[config.mk]
export PLATFORM = sky130hd
export DESIGN_NAME = keyed_block_permutation_cipher_top
export DESIGN_NICKNAME = d
export VERILOG_FILES = /design/src/rtl/kbpc_pkg.sv /design/src/rtl/kbpc_dp.sv /design/src/rtl/kbpc_ctrl.sv /design/src/rtl/keyed_block_permutation_cipher_top.sv
export SDC_FILE = /design/constraint.sdc
export NUM_CORES = 1
export LEC_CHECK = 0
export BUFFER_PORTS_ARGS = -buffer_cell sky130_fd_sc_hd__clkbuf_2
export CORE_MARGIN = 5
export CORE_UTILIZATION = 40
export CTS_CLUSTER_SIZE = 24
export DETAILED_ROUTE_END_ITERATION = 6
export GPL_TIMING_DRIVEN = 0
export RECOVER_POWER = 100
export SYNTH_ARGS = -nofsm -noshare
export SYNTH_HDL_FRONTEND = slang
export SYNTH_SLANG_ARGS = --single-unit
[constraint.sdc]
create_clock -name clk -period 9.2 [get_ports clk]
set_input_delay 1.84 -clock clk [delete_from_list [all_inputs] [get_ports clk]]
set_output_delay 1.84 -clock clk [all_outputs]
set_load 0.01 [all_outputs]
[src/rtl/kbpc_pkg.sv]
// Shared constants, types and controller/datapath command structures for the
// keyed block permutation cipher. No dependencies.
`timescale 1ns / 1ps

package kbpc_pkg;

    localparam int KEY_MAX = 8;
    localparam int IDX_W   = (KEY_MAX > 1) ? $clog2(KEY_MAX) : 1;
    localparam int CNT_W   = $clog2(KEY_MAX + 1);

    localparam int BYTE_W   = 8;
    localparam int KLEN_W   = 4;
    localparam int KEY_W    = 64;
    localparam int CFG_IDX_W = 2;
    localparam int CFG_W    = KEY_W;

    localparam logic [BYTE_W-1:0] PAD_BYTE = 8'h71;

    typedef logic [IDX_W-1:0] idx_t;
    typedef logic [CNT_W-1:0] cnt_t;

    typedef enum logic [CFG_IDX_W-1:0] {
        CFG_MODE       = 2'd0,
        CFG_KEY_LENGTH = 2'd1,
        CFG_KEY_BYTES  = 2'd2
    } cfg_idx_t;

    localparam logic MODE_ENCRYPT = 1'b0;
    localparam logic MODE_DECRYPT = 1'b1;

    // Commands from the controller to the datapath.
    typedef struct packed {
        logic store_we;
        idx_t store_addr;
        logic perm_en;
        idx_t perm_idx;
        cnt_t blk_cnt;
        logic out_load;
        idx_t out_idx;
        logic out_last;
    } cmd_t;

    // Status from the datapath to the controller.
    typedef struct packed {
        cnt_t blk_len;
        logic mode;
        logic len_written;
    } status_t;

endpackage

[src/rtl/kbpc_dp.sv]
// Datapath of the keyed block permutation cipher: configuration registers,
// block store, rank logic, permuted block buffer and output register.
// Depends on kbpc_pkg.
`timescale 1ns / 1ps

module kbpc_dp
(
    input  logic                             clk,
    input  logic                             rst_n,
    input  logic                             cfg_write,
    input  logic [kbpc_pkg::CFG_IDX_W-1:0]   cfg_index,
    input  logic [kbpc_pkg::CFG_W-1:0]       cfg_data,
    input  logic [kbpc_pkg::BYTE_W-1:0]      data_byte,
    input  kbpc_pkg::cmd_t                   cmd,
    output kbpc_pkg::status_t                status,
    output logic [kbpc_pkg::BYTE_W-1:0]      out_byte,
    output logic                             out_last
);

    logic                              mode_reg;
    logic [kbpc_pkg::KLEN_W-1:0]       klen_reg;
    logic [kbpc_pkg::KEY_W-1:0]        key_reg;

    logic [kbpc_pkg::BYTE_W-1:0]       store_mem [kbpc_pkg::KEY_MAX];
    logic [kbpc_pkg::BYTE_W-1:0]       obuf_mem  [kbpc_pkg::KEY_MAX];
    logic [kbpc_pkg::BYTE_W-1:0]       out_byte_reg;
    logic                              out_last_reg;

    kbpc_pkg::cnt_t                    blk_len;
    kbpc_pkg::cnt_t                    rank_sum;
    kbpc_pkg::idx_t                    rank;
    kbpc_pkg::idx_t                    rd_addr;
    kbpc_pkg::idx_t                    wr_addr;
    logic [kbpc_pkg::BYTE_W-1:0]       key_j;
    logic [kbpc_pkg::BYTE_W-1:0]       key_k;
    logic [kbpc_pkg::BYTE_W-1:0]       perm_data;

    always_ff @(posedge clk or negedge rst_n)
    begin
        if (!rst_n)
        begin
            mode_reg <= kbpc_pkg::MODE_ENCRYPT;
            klen_reg <= kbpc_pkg::KLEN_W'(1);
            key_reg  <= '0;
        end
        else if (cfg_write)
        begin
            case (kbpc_pkg::cfg_idx_t'(cfg_index))
                kbpc_pkg::CFG_MODE:       mode_reg <= cfg_data[0];
                kbpc_pkg::CFG_KEY_LENGTH: klen_reg <= cfg_data[kbpc_pkg::KLEN_W-1:0];
                kbpc_pkg::CFG_KEY_BYTES:  key_reg  <= cfg_data;
                default:                  ;
            endcase
        end
    end

    // Block length is the key length clamped into 1..KEY_MAX.
    always_comb
    begin
        if (klen_reg == '0)
            blk_len = kbpc_pkg::cnt_t'(1);
        else if (klen_reg > kbpc_pkg::KLEN_W'(kbpc_pkg::KEY_MAX))
            blk_len = kbpc_pkg::cnt_t'(kbpc_pkg::KEY_MAX);
        else
            blk_len = kbpc_pkg::cnt_t'(klen_reg);
    end

    assign status.blk_len     = blk_len;
    assign status.mode        = mode_reg;
    assign status.len_written = cfg_write &&
                                (kbpc_pkg::cfg_idx_t'(cfg_index) == kbpc_pkg::CFG_KEY_LENGTH);

    // Rank of key position perm_idx: smaller key bytes plus equal ones at lower positions.
    always_comb
    begin
        key_j    = key_reg[cmd.perm_idx * kbpc_pkg::BYTE_W +: kbpc_pkg::BYTE_W];
        rank_sum = '0;
        key_k    = '0;
        for (int k = 0; k < kbpc_pkg::KEY_MAX; k++)
        begin
            key_k = key_reg[k * kbpc_pkg::BYTE_W +: kbpc_pkg::BYTE_W];
            if ((kbpc_pkg::cnt_t'(k) < blk_len) &&
                ((key_k < key_j) ||
                 ((key_k == key_j) && (kbpc_pkg::idx_t'(k) < cmd.perm_idx))))
                rank_sum = rank_sum + kbpc_pkg::cnt_t'(1);
        end
        rank = rank_sum[kbpc_pkg::IDX_W-1:0];
    end

    // Encrypt scatters store[j] to position rank; decrypt gathers store[rank] to j.
    // Positions past the collected count of a short block read as the pad byte.
    always_comb
    begin
        if (mode_reg == kbpc_pkg::MODE_DECRYPT)
        begin
            rd_addr = rank;
            wr_addr = cmd.perm_idx;
        end
        else
        begin
            rd_addr = cmd.perm_idx;
            wr_addr = rank;
        end
        if (kbpc_pkg::cnt_t'(rd_addr) < cmd.blk_cnt)
            perm_data = store_mem[rd_addr];
        else
            perm_data = kbpc_pkg::PAD_BYTE;
    end

    always_ff @(posedge clk)
    begin
        if (cmd.store_we)
            store_mem[cmd.store_addr] <= data_byte;
        if (cmd.perm_en)
            obuf_mem[wr_addr] <= perm_data;
        if (cmd.out_load)
        begin
            out_byte_reg <= obuf_mem[cmd.out_idx];
            out_last_reg <= cmd.out_last;
        end
    end

    assign out_byte = out_byte_reg;
    assign out_last = out_last_reg;

endmodule

[src/rtl/kbpc_ctrl.sv]
// Controller of the keyed block permutation cipher: collect, permute and drain
// sequencing, fill count and output valid. Depends on kbpc_pkg.
`timescale 1ns / 1ps

module kbpc_ctrl
(
    input  logic                clk,
    input  logic                rst_n,
    input  logic                in_valid,
    output logic                in_stall,
    input  logic                end_of_message,
    output logic                out_valid,
    input  logic                out_stall,
    input  kbpc_pkg::status_t   status,
    output kbpc_pkg::cmd_t      cmd
);

    typedef enum logic [2:0] {
        S_COLLECT = 3'b001,
        S_PERMUTE = 3'b010,
        S_DRAIN   = 3'b100
    } state_t;

    state_t          state_reg, state_next;
    kbpc_pkg::cnt_t  fill_reg, fill_next;
    kbpc_pkg::cnt_t  cnt_reg, cnt_next;
    kbpc_pkg::idx_t  idx_reg, idx_next;
    logic            out_valid_reg, out_valid_next;

    kbpc_pkg::cnt_t  fill_cur;
    kbpc_pkg::cnt_t  fill_inc;
    logic            in_accept;
    logic            idx_at_end;
    logic            out_load;

    assign in_accept  = in_valid && (state_reg == S_COLLECT);
    assign in_stall   = (state_reg != S_COLLECT);
    assign fill_cur   = (fill_reg >= status.blk_len) ? '0 : fill_reg;
    assign fill_inc   = fill_cur + kbpc_pkg::cnt_t'(1);
    assign idx_at_end = (kbpc_pkg::cnt_t'(idx_reg) == (status.blk_len - kbpc_pkg::cnt_t'(1)));
    assign out_load   = (state_reg == S_DRAIN) && (!out_valid_reg || !out_stall);

    always_comb
    begin
        state_next     = state_reg;
        fill_next      = fill_reg;
        cnt_next       = cnt_reg;
        idx_next       = idx_reg;
        out_valid_next = out_valid_reg;

        if (out_load)
            out_valid_next = 1'b1;
        else if (!out_stall)
            out_valid_next = 1'b0;

        case (state_reg)
            S_COLLECT:
            begin
                if (in_accept)
                begin
                    if (fill_inc >= status.blk_len)
                    begin
                        fill_next  = '0;
                        cnt_next   = fill_inc;
                        idx_next   = '0;
                        state_next = S_PERMUTE;
                    end
                    else if (end_of_message)
                    begin
                        fill_next = '0;
                        // A short block is padded for encryption and dropped for decryption.
                        if (status.mode == kbpc_pkg::MODE_ENCRYPT)
                        begin
                            cnt_next   = fill_inc;
                            idx_next   = '0;
                            state_next = S_PERMUTE;
                        end
                    end
                    else
                    begin
                        fill_next = fill_inc;
                    end
                end
            end
            S_PERMUTE:
            begin
                idx_next = idx_reg + kbpc_pkg::idx_t'(1);
                if (idx_at_end)
                begin
                    idx_next   = '0;
                    state_next = S_DRAIN;
                end
            end
            S_DRAIN:
            begin
                if (out_load)
                begin
                    idx_next = idx_reg + kbpc_pkg::idx_t'(1);
                    if (idx_at_end)
                    begin
                        idx_next   = '0;
                        state_next = S_COLLECT;
                    end
                end
            end
            default:
            begin
                state_next = S_COLLECT;
            end
        endcase

        // Writing the key length discards a partly collected block.
        if (status.len_written)
            fill_next = '0;
    end

    always_ff @(posedge clk or negedge rst_n)
    begin
        if (!rst_n)
        begin
            state_reg     <= S_COLLECT;
            fill_reg      <= '0;
            cnt_reg       <= '0;
            idx_reg       <= '0;
            out_valid_reg <= 1'b0;
        end
        else
        begin
            state_reg     <= state_next;
            fill_reg      <= fill_next;
            cnt_reg       <= cnt_next;
            idx_reg       <= idx_next;
            out_valid_reg <= out_valid_next;
        end
    end

    assign out_valid = out_valid_reg;

    assign cmd.store_we   = in_accept;
    assign cmd.store_addr = fill_cur[kbpc_pkg::IDX_W-1:0];
    assign cmd.perm_en    = (state_reg == S_PERMUTE);
    assign cmd.perm_idx   = idx_reg;
    assign cmd.blk_cnt    = cnt_reg;
    assign cmd.out_load   = out_load;
    assign cmd.out_idx    = idx_reg;
    assign cmd.out_last   = idx_at_end;

endmodule

[src/rtl/keyed_block_permutation_cipher_top.sv]
// Top level of the keyed block permutation cipher: joins the controller and
// the datapath. Depends on kbpc_pkg, kbpc_ctrl and kbpc_dp.
//
//   Channel  | Handshake                    | Payload
//   ---------+------------------------------+----------------------------------
//   input    | in_valid / in_stall (out)    | data_byte, end_of_message
//   output   | out_valid / out_stall (in)   | out_byte, out_last
//   config   | cfg_write                    | cfg_index, cfg_data
//
// A block of n bytes (n = clamped key length) is collected at one byte per cycle,
// permuted into the block buffer at one rank per cycle, then drained through the
// output register at one byte per cycle while out_stall is low. The input is
// stalled while permuting and draining; the last output byte may still wait in the
// output register while collection of the next block starts.
// Reset clears control state and sets mode 0, key length 1 and key bytes 0.
`timescale 1ns / 1ps

module keyed_block_permutation_cipher_top
(
    input  logic                             clk,
    input  logic                             rst_n,
    input  logic                             in_valid,
    output logic                             in_stall,
    input  logic [kbpc_pkg::BYTE_W-1:0]      data_byte,
    input  logic                             end_of_message,
    output logic                             out_valid,
    input  logic                             out_stall,
    output logic [kbpc_pkg::BYTE_W-1:0]      out_byte,
    output logic                             out_last,
    input  logic                             cfg_write,
    input  logic [kbpc_pkg::CFG_IDX_W-1:0]   cfg_index,
    input  logic [kbpc_pkg::CFG_W-1:0]       cfg_data
);

    kbpc_pkg::cmd_t     cmd;
    kbpc_pkg::status_t  status;

    kbpc_ctrl u_ctrl
    (
        .clk            (clk),
        .rst_n          (rst_n),
        .in_valid       (in_valid),
        .in_stall       (in_stall),
        .end_of_message (end_of_message),
        .out_valid      (out_valid),
        .out_stall      (out_stall),
        .status         (status),
        .cmd            (cmd)
    );

    kbpc_dp u_dp
    (
        .clk       (clk),
        .rst_n     (rst_n),
        .cfg_write (cfg_write),
        .cfg_index (cfg_index),
        .cfg_data  (cfg_data),
        .data_byte (data_byte),
        .cmd       (cmd),
        .status    (status),
        .out_byte  (out_byte),
        .out_last  (out_last)
    );

endmodule

==> flow_summary.ini, run 1 <==
[run_status]
status = complete, but fails checks
violations = capacitance limit, slew limit

[finish]
layoutNonFillerInstCount = 1334
fin_util = 0.472
diodes = 0
fin_nets = 1097
drive_gt1_frac = 0.293
syn_to_final_growth_pct = 17.2

[timing]
setup_ws_ps = 411
fin_crit_sh = 0.955
slew_headroom = -0.687
hold_viol_final = 0
worstMarginPinSlew_ps = 2530
drv_slew = 96
finClkSkew_ps = 12.3
finalSetupTns_ps = 0
setup_viol = 0
final.min_clock_period_ps = 8790
timing.fmax_mhz = 114

[grt]
grt_start_max_net_pins = 48
grt_use_total = 0.166
grt_pass1_wl_mm = 40.8
antenna_found_initial = 0
grt_overflow = 0
grt_pass1_vias = 7125

[detailed_routing]
wl_per_cell_um = 20.0
antenna_left = 0
viasPerCell = 5.32
drt_first_pass_iters = 6
drtIter0Drc = 340
route.detailed.drc = 0
vias = 7091
wirelength_mm = 26.6

[min_path]
hold_path_class = flop to flop
hold_depth = 1

[worst_setup_path]
timing.rr.end = u_dp.obuf_mem[7][4]
cpMostUsedCell = ha_1
rrSetupSlack_ps = 410
critPathRequiredTime_ps = 9560
slowest_delay_ps = 370
worstPathMaxFanout = 10
crit_type = flop to flop
crit_family = adder cells
critPathSlowestCell = a221o_1
crit_path_end_kind = flop
rr_worst_depth = 40
startpoint = u_ctrl.idx_reg[2]
arrival_ps = 9150
cp.depth = 40
crit_end = u_dp.obuf_mem[7][4]
start_kind = flop
rr_startpoint = u_ctrl.idx_reg[2]
crit_buf_inv = 7

[logic_synthesis]
netlist_top_cells_area = edfxtp_1, dfrtp_1, ha_1
synth_ff_type = edfxtp_1
syn_area_mm2 = 0.0115
synth-simple-area-share = 0.0691
yosysTopAreaCell = edfxtp_1
synth-edff-count = 137
ys_types = 58
syn_avg_cell_area_um2 = 14.2
synth_commonest_cells = edfxtp_1, mux2_2, ha_1
synthAdderAreaFrac = 0.0938
ys_seq_area_frac = 0.542
ys.warnings.count = 0
async_flop_share = 0.380
synth_cells = 810
synthMuxAreaShare = 0.195
synth-compound-area-share = 0.0637
synth-xor-area-share = 0.0146
ys_ff_latch = 221
synth_top_family_by_area = multiplexers
yosysTopAreaCellShare = 0.359
synthMostInstantiatedCell = edfxtp_1
syn_nets = 976

[die]
start_util = 0.403
ios = 91
die-area_mm2 = 0.0322
num_rows = 62
core_area_mm2 = 0.0285
fp.dieH_um = 179
die_w_um = 179

[placement]
port_buffers = 90
place_ws_ps = -1720
dpl.cell_count = 1285
dp_hpwl_mm = 19.1
gp_congestion = 0.840

[run]
drv_cap = 3

[cts]
tritoncts = done
insertion_delay_ps = 540
cts_buffer_depth = 3
clk_pin_slew_worst_paths_ps = 60
cts_buffers = 25
cts_hold_buffers = 0
htreeDepth = 1
cts-root-buf = clkbuf_16
clock_sinks = 221
==> final cells by class <==
| class | instances | area [um^2] |
|---|---|---|
| Clock inverter | 20 | 231 |
| Tap cell | 384 | 480 |
| Timing Repair Buffer | 95 | 455 |
| Buffer | 31 | 196 |
| Clock buffer | 26 | 629 |
| Fill cell | 2537 | 15000 |
| Inverter | 26 | 97.6 |
| Multi-Input combinational cell | 531 | 5130 |
| Sequential cell | 221 | 6220 |
==> cells by family after synthesis <==
kind of cell    count (synthesis)
simple gates                  152
mux                           172
compound gates                105
buf+inv                        58
xor+xnor                       16
flops                         221
fa+ha+maj                      86
==> stage by stage <==
stage | area [um^2] | hold WS, ps
after floorplan | 11500 | 481
after global placement | 12400 | 496
after detailed placement | 12400 | 505
after CTS | 13400 | 519
after global routing | 13400 | 558
final | 13400 | 516
==> layer usage <==
layer,vias to the layer above,track usage,share of wire
li1,3344,-,-
met1,3524,0.230,0.46
met2,178,0.278,0.47
met3,45,0.0241,0.048
met4,0,0.0400,0.026
met5,-,0,0
==> how the worst min path moves through the flow <==
stage                            from  slack, ps                 to
detailed placement  u_ctrl.cnt_reg[3]        500  u_ctrl.cnt_reg[3]
CTS                 u_ctrl.cnt_reg[3]        520  u_ctrl.cnt_reg[3]
global route        u_ctrl.cnt_reg[3]        560  u_ctrl.cnt_reg[3]
finish              u_ctrl.cnt_reg[3]        520  u_ctrl.cnt_reg[3]
floorplan           u_ctrl.cnt_reg[3]        480  u_ctrl.cnt_reg[3]
global placement    u_ctrl.cnt_reg[3]        500  u_ctrl.cnt_reg[3]
==> cells in the final DEF, fill, tap and decap left out, types with 7 or more instances in the layout <==
cell type,netlist,final
edfxtp_1,137,137
mux2_2,92,90
ha_1,86,86
dfrtp_1,82,81
clkbuf_2,0,67
mux2i_1,48,42
clkbuf_1,19,40
nand2_1,35,34
mux4_2,32,32
nor2_1,29,29
inv_1,26,26
clkbuf_16,0,25
a21oi_1,23,23
o21ai_0,22,22
nand2b_1,15,15
a21o_1,12,12
nand3_1,10,10
nor2b_1,10,10
nand4_1,10,10
xnor2_1,10,9
nor3_1,9,9
o21a_1,8,8
buf_4,2,7
nand3b_1,7,7
==> what timing repair did <==
| action | in CTS | in global routing |
|---|---|---|
| pin swaps | 0 | 1 |
| endpoints found under the setup margin | 128 | 80 |
| gates resized for setup | 27 | 24 |
| buffers inserted | 2 | 2 |
Power of run 1 is left out: the tool's default activity adds up to more than one toggle a clock period on the data nets, which glitch-free logic cannot reach.
==> inputs of run 2 (changes only) <==
--- a/config.mk
+++ b/config.mk
@@ -7,7 +7,7 @@
 export LEC_CHECK = 0
 export BUFFER_PORTS_ARGS = -buffer_cell sky130_fd_sc_hd__clkbuf_2
 export CORE_MARGIN = 5
-export CORE_UTILIZATION = 40
+export CORE_UTILIZATION = 44
 export CTS_CLUSTER_SIZE = 24
 export DETAILED_ROUTE_END_ITERATION = 6
 export GPL_TIMING_DRIVEN = 0
==> run 2 against run 1 <==
The flow still finishes with violations (capacitance limit, slew limit). Final area is 1.0% lower. Routed wire length is 1.0% lower. Global-route usage is 1.4 points higher. Worst setup slack better by 120 ps. Non-clock buffer count is 4 higher. First-iteration DRC count is 4.4% lower. Critical path depth is 5 lower. Via count is 0.72% lower. Count of clock-buffer cells in the layout is 12 higher. Clock skew is 4.8 ps lower. Largest cell class unchanged.
==> flow_summary.ini, run 2 (synthesized netlist as in run 1, its figures left out) <==
[timing]
rsz0062_at_grt = no
final.min_clock_period_ps = 8670
finClkSkew_ps = 7.46
drv_slew = 96
worstMarginPinSlew_ps = 2360
setup_viol = 0
timing.fmax_mhz = 115
slew_headroom = -0.576
hold_viol_final = 0
worst_hold_slack_ps = 517
setup_ws_ps = 527
fin_crit_sh = 0.943

[detailed_routing]
wirelength_mm = 26.4
viasPerCell = 5.47
route.detailed.drc = 0
drt_first_pass_iters = 4
drtIter0Drc = 325
antenna_left = 0
vias = 7040
wl_per_cell_um = 20.5

[cts]
cts_buffers = 24
insertion_delay_ps = 510
cts_buffer_depth = 3
htreeDepth = 1
clock_sinks = 221
cts-root-buf = clkbuf_16
tritoncts = done
clk_pin_slew_worst_paths_ps = 60

[finish]
diodes = 0
drive_gt1_frac = 0.284
final_common_cell = edfxtp_1
most-common-layout-cells = edfxtp_1, mux2_2, ha_1
fin_nets = 1100
final.fill_count = 2209
fin_util = 0.515
syn_to_final_growth_pct = 16.0

[worst_setup_path]
crit_path_end_kind = flop
startpoint = u_ctrl.idx_reg[1]
worstPathMaxFanout = 10
critPathSlowestCell = mux2i_1
timing.rr.end = u_dp.obuf_mem[4][6]
critPathRequiredTime_ps = 9430
rrSetupSlack_ps = 530
rr_worst_depth = 35
crit_type = flop to flop
start_kind = flop
slowest_delay_ps = 750
rr_startpoint = u_ctrl.idx_reg[1]
arrival_ps = 8900
crit_end = u_dp.obuf_mem[4][6]
cpMostUsedCell = ha_1

[die]
start_util = 0.444
num_rows = 59
fp.dieH_um = 171
ios = 91
die_w_um = 171
die-area_mm2 = 0.0294
core_area_mm2 = 0.0258

[grt]
grt_pass1_wl_mm = 40.9
grt_overflow = 0
grt_use_total = 0.180
antenna_found_initial = 0
grt_pass1_vias = 7203
grt_start_max_net_pins = 45

[run_status]
status = complete, but fails checks
violations = capacitance limit, slew limit

[min_path]
hold_path_class = flop to flop

[placement]
gp_congestion = 0.833
place_ws_ps = -1830
port_buffers = 90
dp_hpwl_mm = 19.2

[run]
drv_cap = 3
==> run 2: worst min-delay path by stage <==
stage	from	end	slack [ps]	cells after the start
after CTS	u_ctrl.cnt_reg[3]	u_ctrl.cnt_reg[3]	520	1
after detailed placement	u_ctrl.cnt_reg[3]	u_ctrl.cnt_reg[3]	510	1
after floorplan	u_ctrl.cnt_reg[3]	u_ctrl.cnt_reg[3]	480	1
after global routing	u_ctrl.cnt_reg[3]	u_ctrl.cnt_reg[3]	540	1
after global placement	u_ctrl.cnt_reg[3]	u_ctrl.cnt_reg[3]	490	1
final	u_ctrl.cnt_reg[3]	u_ctrl.cnt_reg[3]	520	1
==> run 2: per-stage QoR <==
step / instances / TNS, ps / cell area, um^2
final: 1287 / 0 / 13300
after global routing: 1287 / 0 / 13300
after CTS: 1281 / 0 / 13200
after detailed placement: 1236 / -160360 / 12400
after global placement: 1235 / -157570 / 12300
after floorplan: 810 / 0 / 11500
==> run 2: routing by layer <==
layer | GRT usage | vias up | wire, um
met5 | 0 | - | 0
met4 | 0.0462 | 0 | 709
met3 | 0.0255 | 41 | 1340
met2 | 0.307 | 146 | 12600
met1 | 0.245 | 3501 | 11700
li1 | - | 3352 | -
==> run 2: final cells by class <==
class | instances | area, um^2 | area share
buffer | 31 | 186 | 0.0140
clock inverter | 6 | 56.3 | 0.00423
clock buffer | 38 | 704 | 0.0530
sequential | 221 | 6220 | 0.468
inverter | 26 | 97.6 | 0.00734
tap | 335 | 419 | 0.0315
timing repair buffer | 99 | 484 | 0.0364
multi-input combinational | 531 | 5130 | 0.386
==> run 2: worst max-delay path: cells and delay by family (launching register included) <==
family / cells / cell delay [ps]
adders and majority gates: 8 / 2210
DFF: 1 / 450
buffers and inverters: 6 / 1260
AOI/OAI and AO/OA: 9 / 1870
and+or+nand+nor: 6 / 600
muxes: 6 / 1990
==> run 2: repair_timing <==
action                     in CTS  in global routing
gates cloned                    0                  0
pin swaps                       0                  1
setup endpoints to repair     128                 96
buffers inserted                2                  6
hold buffers                    0                  0
resized for setup              28                 21
Power of run 2 is left out for the same reason.
==> inputs of run 3 (changes only) <==
--- a/config.mk
+++ b/config.mk
@@ -6,6 +6,7 @@
 export NUM_CORES = 1
 export LEC_CHECK = 0
 export BUFFER_PORTS_ARGS = -buffer_cell sky130_fd_sc_hd__clkbuf_2
+export CORE_ASPECT_RATIO = 0.6
 export CORE_MARGIN = 5
 export CORE_UTILIZATION = 44
 export CTS_CLUSTER_SIZE = 24
==> run 3 against run 2 <==
The run still ends with capacitance limit, slew limit left. Flip-flop and latch count is the same. Cell count grew 0.62%. Via count is 0.70% higher. Register-to-register slack worse by 110 ps. Routed wire length grew 5.5%. Clock skew increased by 1.2 ps. Sequential share of layout area shrank 0.12 points. Global-route usage grew 1.0 points. Worst setup slack worse by 110 ps.
==> flow_summary.ini, run 3 (synthesized netlist as in run 1, its figures left out) <==
[die]
num_rows = 45
fp.dieH_um = 135
start_util = 0.451
die-area_mm2 = 0.0295
die_w_um = 218
core_area_mm2 = 0.0254
ios = 91

[finish]
drive_gt1_frac = 0.286
most-common-layout-cells = edfxtp_1, mux2_2, ha_1
fin_nets = 1095
multiInputGateArea_mm2 = 0.00517
final_cell_area_mm2 = 0.0133
syn_to_final_growth_pct = 16.3
diodes = 0
final.fill_count = 2269
final-seq-area_mm2 = 0.00622
final_common_cell = edfxtp_1

[cts]
cts_buffer_depth = 3
clock_sinks = 221
cts-root-buf = clkbuf_16
cts_buffers = 22
htreeDepth = 1
cts_hold_buffers = 0
clk_pin_slew_worst_paths_ps = 70
tritoncts = done
insertion_delay_ps = 520

[detailed_routing]
wl_per_cell_um = 21.5
antenna_left = 0
viasPerCell = 5.47
vias = 7089
wirelength_mm = 27.8
drt_first_pass_iters = 5
drtIter0Drc = 505
route.detailed.drc = 0

[run]
drv_cap = 3

[timing]
hold_viol_final = 0
final.min_clock_period_ps = 8780
slew_headroom = -0.893
setup_ws_ps = 422
finClkSkew_ps = 8.71
timing.fmax_mhz = 114
setup_viol = 0
drv_slew = 87
fin_crit_sh = 0.954
worstMarginPinSlew_ps = 2840

[worst_setup_path]
critPathRequiredTime_ps = 9420
start_kind = flop
slowest_delay_ps = 570
crit_path_end_kind = flop
rr_worst_depth = 32
arrival_ps = 9000
worstPathMaxFanout = 10
crit_type = flop to flop
critPathSlowestCell = mux2i_2
cpMostUsedCell = ha_1

[placement]
dp_hpwl_mm = 20.6
placed_area_mm2 = 0.0124
gp_congestion = 0.870
place_ws_ps = -1980
port_buffers = 90

[grt]
antenna_found_initial = 0
grt_pass1_vias = 7079
grt_use_total = 0.191
grt_start_max_net_pins = 53
grt_pass1_wl_mm = 42.7
grt_overflow = 0

[min_path]
hold_path_class = flop to flop
hold_depth = 1

[run_status]
violations = capacitance limit, slew limit
status = complete, but fails checks
## run 3: cell count changes in the layout (fill, tap and decap cells not counted), moves of 3 or more
cell / change
o22a_4: +4
buf_4: -6
o22a_2: -4
clkinv_1: +6
clkbuf_8: -3
clkbuf_1: -10
## run 3: critical path, delay by kind of cell, from the launching register on
family	cells	cell delay, ps
adders and majority gates	7	2090
muxes	6	1820
AOI/OAI and AO/OA	5	1420
and+or+nand+nor	8	1270
buffers and inverters	5	1180
DFF	1	440
xor gates and xnor gates	1	220
## run 3: routing by layer
layer  GRT usage  up-vias  routed length (um)
li1            -     3354                   -
met1       0.332     3548               15400
met2       0.244      162               10600
met3      0.0352       25                1420
met4      0.0258        0                 350
met5           0        -                   0
## run 3: cell type report
type	instances	share of cell area
plain buffers	31	0.0155
clock buffers	24	0.0434
clock inverters	14	0.0106
inverters	26	0.00732
multi-input cells	531	0.388
flip-flops and latches	221	0.466
well taps	352	0.0330
repair buffers	96	0.0357
## run 3: final timing paths
kind                                        start                  end  slack, ps
worst min register to register  u_ctrl.cnt_reg[3]    u_ctrl.cnt_reg[3]        520
worst min-delay path            u_ctrl.cnt_reg[3]    u_ctrl.cnt_reg[3]        520
worst max register to register  u_ctrl.idx_reg[1]  u_dp.obuf_mem[4][3]        420
max in group asynchronous                   rst_n     u_dp.key_reg[50]       3910
worst max-delay path            u_ctrl.idx_reg[1]  u_dp.obuf_mem[4][3]        420
min in group asynchronous                   rst_n      u_dp.key_reg[3]       1820
## run 3: metrics by stage
step | hold WS, ps | utilization | std cells | TNS (ps)
after CTS | 532 | 0.521 | 1294 | 0
after floorplan | 481 | - | 810 | 0
after global routing | 545 | 0.524 | 1295 | -78.5
after detailed placement | 517 | 0.487 | 1253 | -180330
after global placement | 517 | 0.486 | 1252 | -163690
final | 519 | 0.524 | 1295 | 0
## run 3: what timing repair did
item	in CTS	in global routing
resized for setup	32	32
buffers inserted	4	1
setup endpoints to repair	128	80
cloned	0	0
pin swaps	0	3
Power of run 3 is left out for the same reason.
